$ cat src/dos_pkg.sv
// Shared constants, types and helpers for the detection overlap suppressor.
// Used by dos_rescale and detection_overlap_suppressor_top; no dependencies.
`timescale 1ns / 1ps
package dos_pkg;

  localparam int CLASS_COUNT   = 36;
  localparam int MAX_KEPT      = 64;
  localparam int HEADER_LENGTH = 13;
  localparam int ROW_LENGTH    = HEADER_LENGTH + CLASS_COUNT;

  // Width of a row position, of the kept-table address and of its fill count.
  localparam int POS_W  = $clog2(ROW_LENGTH);
  localparam int KEPT_AW = (MAX_KEPT > 1) ? $clog2(MAX_KEPT) : 1;
  localparam int KEPT_CW = $clog2(MAX_KEPT + 1);

  // Rescaled corner width before saturation (Q.4 image pixels).
  localparam int CORNER_W = 23;
  localparam int BORDER_Q = 320;
  localparam int BORDER_PIX = 20;

  // Field offsets inside a row header.
  localparam int CONF_IDX   = 4;
  localparam int CORNER_IDX = 5;

  // Register indexes of the configuration port.
  localparam logic [2:0] REG_THRESHOLD = 3'd0;
  localparam logic [2:0] REG_PAD_X     = 3'd1;
  localparam logic [2:0] REG_PAD_Y     = 3'd2;
  localparam logic [2:0] REG_SCALE_X   = 3'd3;
  localparam logic [2:0] REG_SCALE_Y   = 3'd4;
  localparam logic [2:0] REG_ENEMY     = 3'd5;
  localparam logic [2:0] REG_FRAME_W   = 3'd6;
  localparam logic [2:0] REG_FRAME_H   = 3'd7;

  typedef enum logic [2:0] {
    S_IN, S_CHECK, S_WALK, S_STORE, S_SCALE, S_DECIDE, S_OUT, S_END
  } state_t;

  // Saturate a rescaled corner to signed 16 bits.
  function automatic logic [15:0] sat16(input logic signed [CORNER_W-1:0] v);
    logic [15:0] r;
    if (v > $signed(CORNER_W'(32767))) begin
      r = 16'h7FFF;
    end else if (v < -$signed(CORNER_W'(32768))) begin
      r = 16'h8000;
    end else begin
      r = v[15:0];
    end
    return r;
  endfunction

endpackage

$ cat src/dos_rescale.sv
// Corner rescale unit: (value - pad*16) * scale, rounded half up to Q19.4.
// One registered product per cycle; depends on dos_pkg.
`timescale 1ns / 1ps
module dos_rescale import dos_pkg::*; (
  input  logic                       clk,
  input  logic signed [15:0]         value,
  input  logic        [9:0]          pad,
  input  logic        [15:0]         scale,
  output logic signed [CORNER_W-1:0] result
);

  logic signed [17:0] diff;
  logic signed [34:0] prod;
  logic signed [34:0] rounded;

  // Remove the letterbox offset in Q12.4.
  assign diff = $signed({{2{value[15]}}, value}) - $signed({4'b0000, pad, 4'b0000});

  // Product register cuts the path before the rounding add.
  always_ff @(posedge clk) begin
    prod <= diff * $signed({1'b0, scale});
  end

  // Round half up and drop the twelve fraction bits of the scale.
  assign rounded = prod + 35'sd2048;
  assign result  = rounded[34:12];

endmodule

$ cat config.mk
export PLATFORM = sky130hd
export DESIGN_NAME = dos_rescale
export DESIGN_NICKNAME = d
export VERILOG_FILES = /design/src/dos_pkg.sv /design/src/dos_rescale.sv
export SDC_FILE = /design/constraint.sdc
export NUM_CORES = 1
export LEC_CHECK = 0
export ABC_AREA = 1
export ABC_CLOCK_PERIOD_IN_PS = 10830
export CAP_MARGIN = 20
export CORE_MARGIN = 2
export CORE_UTILIZATION = 45
export DETAILED_ROUTE_END_ITERATION = 8
export DONT_BUFFER_PORTS = 1
export GPL_TIMING_DRIVEN = 0
export HOLD_SLACK_MARGIN = 0.1
export PLACE_DENSITY = 0.57
export SYNTH_ARGS = -nofsm -noshare
export SYNTH_HDL_FRONTEND = slang
export SYNTH_SLANG_ARGS = --single-unit
$ cat constraint.sdc
create_clock -name clk -period 10.83 [get_ports clk]
set_clock_uncertainty 0.2 [all_clocks]
set_input_delay 2.166 -clock clk [delete_from_list [all_inputs] [get_ports clk]]
set_output_delay 2.166 -clock clk [all_outputs]
set_load 0.01 [all_outputs]
==> run metrics, run 1 <==
run status=completed; RSZ-0062 raised after global routing=false; DRC Markers=0; fmax=114 MHz; total CTS buffers=3; hpwl dp=about 31000 µm; Crit Path Max Fanout=10; max-cap viol count=0; Synth top area share=around two fifths; vias post-DR=around 10000; Biggest register=prod; ANT cells=0; Reg clk slew, reported paths=around 0.060 ns; Fin Setup TNS=0 ns; largest net degree at the start of global routing=14; Final Cycle Share=around four fifths; GR Overflow Total=0; clock root buffer=clkbuf_16; area of the core=between 0.02 and 0.03 mm²; Starting Density=between 40% and 50%; Placed Area=around 0.013 mm²; most frequent CP cell=nand2_1; drt pass-1 iters=6; Seq cells post-synth=23; Die ar.=between 0.03 and 0.04 mm²; Max H-tree Level=1; Post-CTS Hold Buffers=0; Syn. warnings=0; Crit Path Class=in -> reg; Slew HR=roughly 45%; Synth Instances=about 1800; sequential area share after synthesis=3.55%; Syn-to-layout area delta=4.37%; crit start category=primary input; HP Start=value[0]; Yosys top cell by area=fa_1; CTS resizes=0; crit path time final=8.80 ns; post-synthesis average cell area=between 7 and 8 µm²; Critical Path Sink Type=flop; vias in the first global route=11200; Rows=between 60 and 70; most common cell after layout, fill and taps aside=inv_1; Clock Path Buffers=2; Fin. Hold Viols=0; initial drt markers=slightly below 700; first-pass GRT wire length=between 50000 and 60000 µm; # IOs=66; Synth area leaders=fa_1 (42%), inv_1 (14%), nand2_1 (13%); Post-Syn Area=roughly 0.013 mm²; max FFs per register=23; Sink Count=23; input/output buffers=0; slowest cell delay on critical path=0.64 ns; Worst-Margin Slew=0.826 ns; hold-critical path depth=10; EDFF count, synth=0; Synth Net Count=roughly 2200; vias per std cell=around 4.9; Post-DRT Antenna Nets=0; ys async rst share=0%; WP data arrival=8.75 ns; HP Class=in -> reg; post-synth cell types=between 40 and 50; final WL=34300 µm; GRT Overall Usage=around a quarter; post-CTS setup buffers=0; Main synth FF type=dfxtp_1; fraction of layout cells with a size suffix above 1=approximately 3.5%; slowest cell on the critical path=fa_1; Layout fillers=3039; Hold EP=prod[23]$_DFF_P_; DIE WIDTH=about 170 µm; initial antenna violation count=1; Final #Nets=approximately 2200; drt wl/cell=around 16 µm; GPL Wtd Cong=between 0.9 and 1; post-route cell area=~0.014 mm²; Die H=174 µm; final setup fails=0; Max Slew Vio Count=0; CTS tree=yes; Critical Path RT=~11 ns; most frequent cells in the layout=inv_1 (496), nand2_1 (435), fa_1 (272); largest registers=prod (23)
-- worst max-delay path by stage --
stage,from,end,slack (ns),depth (start not counted)
after floorplan,value[4],prod[28]$_DFF_P_,2.49,31
after global placement,value[4],prod[33]$_DFF_P_,1.25,25
after detailed placement,pad[5],prod[32]$_DFF_P_,1.79,32
after CTS,pad[5],prod[32]$_DFF_P_,2.04,32
after global routing,pad[5],prod[32]$_DFF_P_,1.53,32
final,pad[5],prod[32]$_DFF_P_,2.03,32
-- metal layers --
| layer | share of wire, % | routed length (µm) | vias to the layer above | GRT usage, % |
|---|---|---|---|---|
| met2 | 47 | 16000 | 301 | 41.3 |
| met5 | 0 | 0 | - | 0 |
| met4 | 3.6 | 1250 | 0 | 7.07 |
| li1 | - | - | 5064 | - |
| met1 | 44 | 15000 | 5048 | 32.7 |
| met3 | 6.0 | 2070 | 70 | 3.22 |
-- cell families (layout without fill, tap and decap cells) --
| logic type | after synthesis | in the layout | synth area share, % |
|---|---|---|---|
| simple gates | 727 | 727 | 23.7 |
| buf+inv | 551 | 556 | 16.3 |
| fa+ha+maj | 371 | 371 | 51.5 |
| compound gates | 47 | 47 | 2.34 |
| xor+xnor | 40 | 40 | 2.70 |
| flops | 23 | 23 | 3.55 |
-- through the flow --
stage               utilization, %  hold slack, ns  setup slack, ns  instances
floorplan                        -            2.38             2.49       1759
global placement              47.2            2.40             1.25       2143
detailed placement            47.2            2.42             1.79       2144
CTS                           47.5            2.61             2.04       2148
global route                  47.5            2.69             1.53       2148
finish                        47.5            2.61             2.03       2148
-- synth_stat cells (7+ instances only) --
master      n
nand3_1   100
clkbuf_1   27
dfxtp_1    23
inv_1     496
fa_1      272
nand2_1   435
xor2_1     30
nand2_4     7
buf_2      10
inv_2      11
nor3_1     16
nor2_1    128
ha_1       99
nand4_1    11
xnor2_1    10
a21oi_1    22
-- area by class of cell --
type	instances	area, µm²	area share [%]
Multi-Input combinational cell	1185	10400	76.8
Inverter	509	1910	14.1
Tap cell	384	480	3.54
Sequential cell	23	460	3.40
Buffer	42	205	1.51
Clock buffer	3	75.1	0.554
Timing Repair Buffer	1	7.51	0.0554
Clock inverter	1	5.00	0.0369
-- worst max-delay path: cells and delay by family --
| family | cells | cell delay, ns |
|---|---|---|
| AO/OA/AOI/OAI | 4 | 0.79 |
| adder cells (fa/ha/maj) | 8 | 3.89 |
| buffers and inverters | 9 | 0.91 |
| AND/OR/NAND/NOR | 11 | 0.96 |
Power of run 1 is not shown: default switching activity piles up to over one toggle a cycle in this logic, so the estimate is an artifact.
==> run 2, diff against run 1 <==
--- a/config.mk
+++ b/config.mk
@@ -6,7 +6,7 @@
 export NUM_CORES = 1
 export LEC_CHECK = 0
 export ABC_AREA = 1
-export ABC_CLOCK_PERIOD_IN_PS = 10830
+export ABC_CLOCK_PERIOD_IN_PS = 7500
 export CAP_MARGIN = 20
 export CORE_MARGIN = 2
 export CORE_UTILIZATION = 45
@@ -14,7 +14,7 @@
 export DONT_BUFFER_PORTS = 1
 export GPL_TIMING_DRIVEN = 0
 export HOLD_SLACK_MARGIN = 0.1
-export PLACE_DENSITY = 0.57
+export PLACE_DENSITY = 0.59
 export SYNTH_ARGS = -nofsm -noshare
 export SYNTH_HDL_FRONTEND = slang
 export SYNTH_SLANG_ARGS = --single-unit
==> constraint.sdc (replaced) <==
create_clock -name clk -period 7.5 [get_ports clk]
set_clock_uncertainty 0.2 [all_clocks]
set_input_delay 1.5 -clock clk [delete_from_list [all_inputs] [get_ports clk]]
set_output_delay 1.5 -clock clk [all_outputs]
set_load 0.01 [all_outputs]
==> run 2 against run 1 <==
Compared with the run above:
- global-route usage is 0.27 points higher
- hold slack worse by 0.70 ns
- sequential share of layout area is 0.39 points lower
- non-clock buffer count is 58 higher
- via count is 5.3% higher
- first-iteration DRC count is 16% higher
- utilization is 6.2 points higher
- routed wire length is 6.1% higher
- final cell count is 2.7% higher
- critical path type unchanged
- die area stayed put
- flip-flop and latch count stayed put
==> run metrics, run 2 (synthesized netlist as in run 1, its figures left out) <==
run status=completed; Fin Setup TNS=0 ns (unchanged); max FFs per register=23 (unchanged); area of the core=0.0285 mm² (unchanged); Final Cycle Share=99.4%; GRT Overall Usage=24.6% (+0.27 points); first-pass GRT wire length=58400 µm (+1.6%); RSZ-0062 raised after global routing=true; Die ar.=0.0302 mm² (unchanged); WP data arrival=7.40 ns (-1.35 ns); total CTS buffers=3 (unchanged); CTS tree=yes; slowest cell delay on critical path=0.60 ns (-0.04 ns); Clock Path Buffers=2 (unchanged); initial drt markers=783 (+16%); HP Class=in -> reg; largest registers=prod (23); Sink Count=23 (unchanged); hpwl dp=30500 µm (about the same); Syn-to-layout area delta=18.1%; initial antenna violation count=0 (-1); GPL Wtd Cong=0.905 (-2.1%); Critical Path RT=7.44 ns (-3.34 ns); ANT cells=0 (unchanged); Biggest register=prod; Die H=174 µm (unchanged); Starting Density=45.5% (unchanged); HP Start=value[0]; most frequent cells in the layout=inv_1 (467), nand2_1 (368), fa_1 (259); vias in the first global route=11400 (+1.9%); Slew HR=43.0% (-1.9 points); Crit Path Max Fanout=6 (-4); Fin. Hold Viols=0 (unchanged); vias per std cell=5.00 (+2.5%); critical path startpoint=pad[7]; drt pass-1 iters=5 (-1); Post-CTS Hold Buffers=0 (unchanged); vias post-DR=11000 (+5.3%); Critical Path Sink Type=flop; Final #Nets=2237 (+2.7%); final WL=36400 µm (+6.1%); fmax=134 MHz; Max Slew Vio Count=0 (unchanged); DRC Markers=0 (unchanged); Rows=62 (unchanged); clock root buffer=clkbuf_16; fraction of layout cells with a size suffix above 1=17.7% (+14 points); input/output buffers=0 (unchanged); most common cell after layout, fill and taps aside=inv_1; largest net degree at the start of global routing=14 (unchanged); Max H-tree Level=1 (unchanged); slowest cell on the critical path=fa_1; Crit Path Class=in -> reg; crit path to=prod[31]$_DFF_P_; final setup fails=0 (unchanged); # IOs=66 (unchanged); crit path time final=7.46 ns; Post-DRT Antenna Nets=0 (unchanged); GR Overflow Total=0 (unchanged); Reg clk slew, reported paths=0.05 ns (about the same); drt wl/cell=16.5 µm (+3.3%); crit start category=primary input; DIE WIDTH=174 µm (unchanged); max-cap viol count=0 (unchanged); Worst-Margin Slew=0.855 ns (+0.0292 ns)
==> run 2: cell count changes in the layout (fill, tap and decap cells not counted), moves of 13 or more <==
cell	previous run	this run
nand2_2	4	49
a21oi_1	22	6
buf_4	2	55
nor2_4	1	14
ha_4	0	28
fa_1	272	259
fa_2	0	13
nand2_1	435	368
ha_1	99	71
inv_2	11	29
nand2_4	7	25
nor2_1	128	108
inv_1	496	467
==> run 2: layout make-up <==
type / count / area (µm²)
Buffer: 42 / 249
Clock buffer: 3 / 75.1
Clock inverter: 1 / 5.00
Fill cell: 2821 / 13200
Inverter: 509 / 1960
Multi-Input combinational cell: 1185 / 11600
Sequential cell: 23 / 460
Tap cell: 384 / 480
Timing Repair Buffer: 59 / 508
==> run 2: worst min path at each step <==
stage	end	slack, ns	cells after the start
6_report	prod[13]$_DFF_P_	1.91	8
5_1_grt	prod[13]$_DFF_P_	1.99	8
4_1_cts	prod[13]$_DFF_P_	1.95	8
3_5_place_dp	result[19]	1.73	1
3_3_place_gp	result[19]	1.75	1
2_1_floorplan	result[19]	1.72	1
==> run 2: repair_timing <==
| item | CTS | global route |
|---|---|---|
| buffers inserted | 23 | 33 |
| endpoints found under the setup margin | 21 | 21 |
| resized for setup | 89 | 218 |
| gates cloned | 1 | 1 |
| pin swaps | 21 | 118 |
==> run 2: through the flow <==
step | cells | setup slack [ns] | utilization [%] | hold WS, ns | instance area [µm²]
2_1_floorplan | 1759 | 0.00928 | - | 1.72 | 13100
3_3_place_gp | 2143 | -1.40 | 47.4 | 1.75 | 13500
3_5_place_dp | 2144 | -0.802 | 47.5 | 1.73 | 13500
4_1_cts | 2172 | -0.0150 | 49.9 | 1.95 | 14200
5_1_grt | 2206 | -0.244 | 53.7 | 1.99 | 15300
6_report | 2206 | 0.0433 | 53.7 | 1.91 | 15300
==> run 2: worst max-delay path: cells and delay by family <==
kind,cells,cell delay (ns)
buffers and inverters,8,0.75
AOI/OAI and AO/OA,2,0.37
adders and majority gates,8,3.68
and+or+nand+nor,11,1.07
==> run 2: per-layer routing <==
layer	vias to the layer above	routed length, µm	GRT usage, %
met4	0	1360	7.56
met3	71	2580	3.11
met2	385	17300	40.9
li1	5203	-	-
met5	-	0	0
met1	5376	15200	33.6
Power of run 2 is left out for the same reason.
==> run 3, diff against run 2 <==
--- a/config.mk
+++ b/config.mk
@@ -9,12 +9,12 @@
 export ABC_CLOCK_PERIOD_IN_PS = 7500
 export CAP_MARGIN = 20
 export CORE_MARGIN = 2
-export CORE_UTILIZATION = 45
+export CORE_UTILIZATION = 60
 export DETAILED_ROUTE_END_ITERATION = 8
 export DONT_BUFFER_PORTS = 1
 export GPL_TIMING_DRIVEN = 0
 export HOLD_SLACK_MARGIN = 0.1
-export PLACE_DENSITY = 0.59
+export PLACE_DENSITY = 0.76
 export SYNTH_ARGS = -nofsm -noshare
 export SYNTH_HDL_FRONTEND = slang
 export SYNTH_SLANG_ARGS = --single-unit
==> run 3 against run 2 <==
Compared with the run above:
- global-route usage is 7.0 points higher
- non-clock buffer count fell by 8
- setup slack worse by 0.0098 ns
- flip-flop and latch count is the same
- routed wire length fell by 2.5%
- largest cell class unchanged
- first-iteration DRC count is 4.9% higher
- final cell count is 5.3% lower
==> run metrics, run 3 (synthesized netlist as in run 1, its figures left out) <==
run status=completed; Critical Path RT=7.43 ns (about the same); drt pass-1 iters=6 (+1); CP top delay family=adder cells; most frequent cells in the layout=inv_1 (460), nand2_1 (371), fa_1 (259); placed cells=2035 (-5.1%); Die ar.=0.0228 mm² (-24%); first-pass GRT wire length=55500 µm (-4.9%); Worst-Margin Slew=0.837 ns (-0.0185 ns); initial drt markers=821 (+4.9%); slowest cell on the critical path=fa_1; HP Class=in -> reg; final setup fails=0 (unchanged); max FFs per register=23 (unchanged); post-route cell area=0.0151 mm² (-1.6%); Fin. Hold Viols=0 (unchanged); most common cell after layout, fill and taps aside=inv_1; ANT cells=0 (unchanged); GPL Wtd Cong=0.954 (+5.5%); final WL=35500 µm (-2.5%); WP data arrival=7.40 ns (about the same); Die H=151 µm (-13%); Crit Path Max Fanout=9 (+3); most frequent CP cell=fa_1; DIE WIDTH=151 µm (-13%); initial antenna violation count=1 (+1); CTS tree=yes; CP bufs+invs=6 (-2); Critical Path Sink Type=flop; Syn-to-layout area delta=16.2%; hpwl dp=28500 µm (-6.6%); clock root buffer=clkbuf_16; Final #Nets=2229 (-0.36%); Clock Path Buffers=2 (unchanged); input/output buffers=0 (unchanged); fmax=134 MHz (-0.13%); Final Cycle Share=99.6% (+0.13 points); hold slack=1.86 ns (-0.0454 ns); largest registers=prod (23); Biggest register=prod; crit start category=primary input; Max H-tree Level=1 (unchanged); Sink Count=23 (unchanged); RSZ-0062 raised after global routing=true; Max Slew Vio Count=0 (unchanged); vias post-DR=11200 (+1.6%); total CTS buffers=3 (unchanged); drt wl/cell=17.0 µm (+3.0%); fraction of layout cells with a size suffix above 1=18.0% (+0.24 points); Rows=53 (-15%); critical path startpoint=value[4]; crit path time final=7.47 ns (+0.00982 ns); Slew HR=44.2% (+1.2 points); Post-DRT Antenna Nets=0 (unchanged); Reg clk slew, reported paths=0.06 ns (about the same); GRT Overall Usage=31.6% (+7.0 points); GR Overflow Total=0 (unchanged); Placed Area=0.0134 mm² (-1.0%); area of the core=0.0212 mm² (-26%); # IOs=66 (unchanged); max-cap viol count=0 (unchanged); HP Start=value[0]; Starting Density=61.4% (+16 points); vias in the first global route=11400 (+0.36%); largest net degree at the start of global routing=14 (unchanged); non-filler instance count after layout=2089 (-5.3%); vias per std cell=5.37 (+7.3%); Crit Path Class=in -> reg; slowest cell delay on critical path=0.58 ns (-0.02 ns); DRC Markers=0 (unchanged)
[run 3: cell count changes in the layout (fill, tap and decap cells not counted), sizes merged]
| cell | before | now |
|---|---|---|
| clkinvlp | 3 | 2 |
| buf | 72 | 66 |
| clkbuf | 32 | 30 |
| inv | 503 | 504 |
[run 3: layout make-up]
cell class,count,area (µm²)
clock inverter,1,5.00
tap,275,344
timing repair buffer,51,462
inverter,509,1950
multi-input combinational,1185,11600
sequential,23,460
buffer,42,229
clock buffer,3,75.1
fill,1710,6060
[run 3: final timing paths]
path,end,slack [ns],cells past startpoint
worst max-delay path,prod[33]$_DFF_P_,0.03,28
worst min-delay path,prod[13]$_DFF_P_,1.86,8
[run 3: what timing repair did]
item | in CTS | in global routing
resized for setup | 72 | 227
hold buffers | 0 | 0
buffers inserted | 17 | 31
endpoints found under the setup margin | 21 | 21
pin swaps | 30 | 135
gates cloned | 1 | 1
[run 3: metrics by stage]
stage	util (%)	TNS [ns]	worst slack [ns]
finish	71.4	0	0.0334
global route	71.4	-1.88	-0.180
CTS	66.4	0	0.000269
detailed placement	63.4	-11.74	-0.684
global placement	63.4	-21.12	-1.17
floorplan	-	0	0.00928
[run 3: tightest hold or removal path, stage by stage]
cell and delay [ns]:
nand2_1 0.04, nor2_1 0.04, ha_1 0.18, inv_1 0.06, a21boi_0 0.11, nand3_1 0.09
nand2_2 0.11, xor2_1 0.15
[run 3: layer usage]
layer  GRT usage [%]  up-vias  routed length (µm)
met5               0        -                   0
met4            11.3        0                1600
li1                -     5169                   -
met1            42.2     5415               13700
met2            53.4      529               17100
met3            4.13      102                3170
Power of run 3 is left out for the same reason.
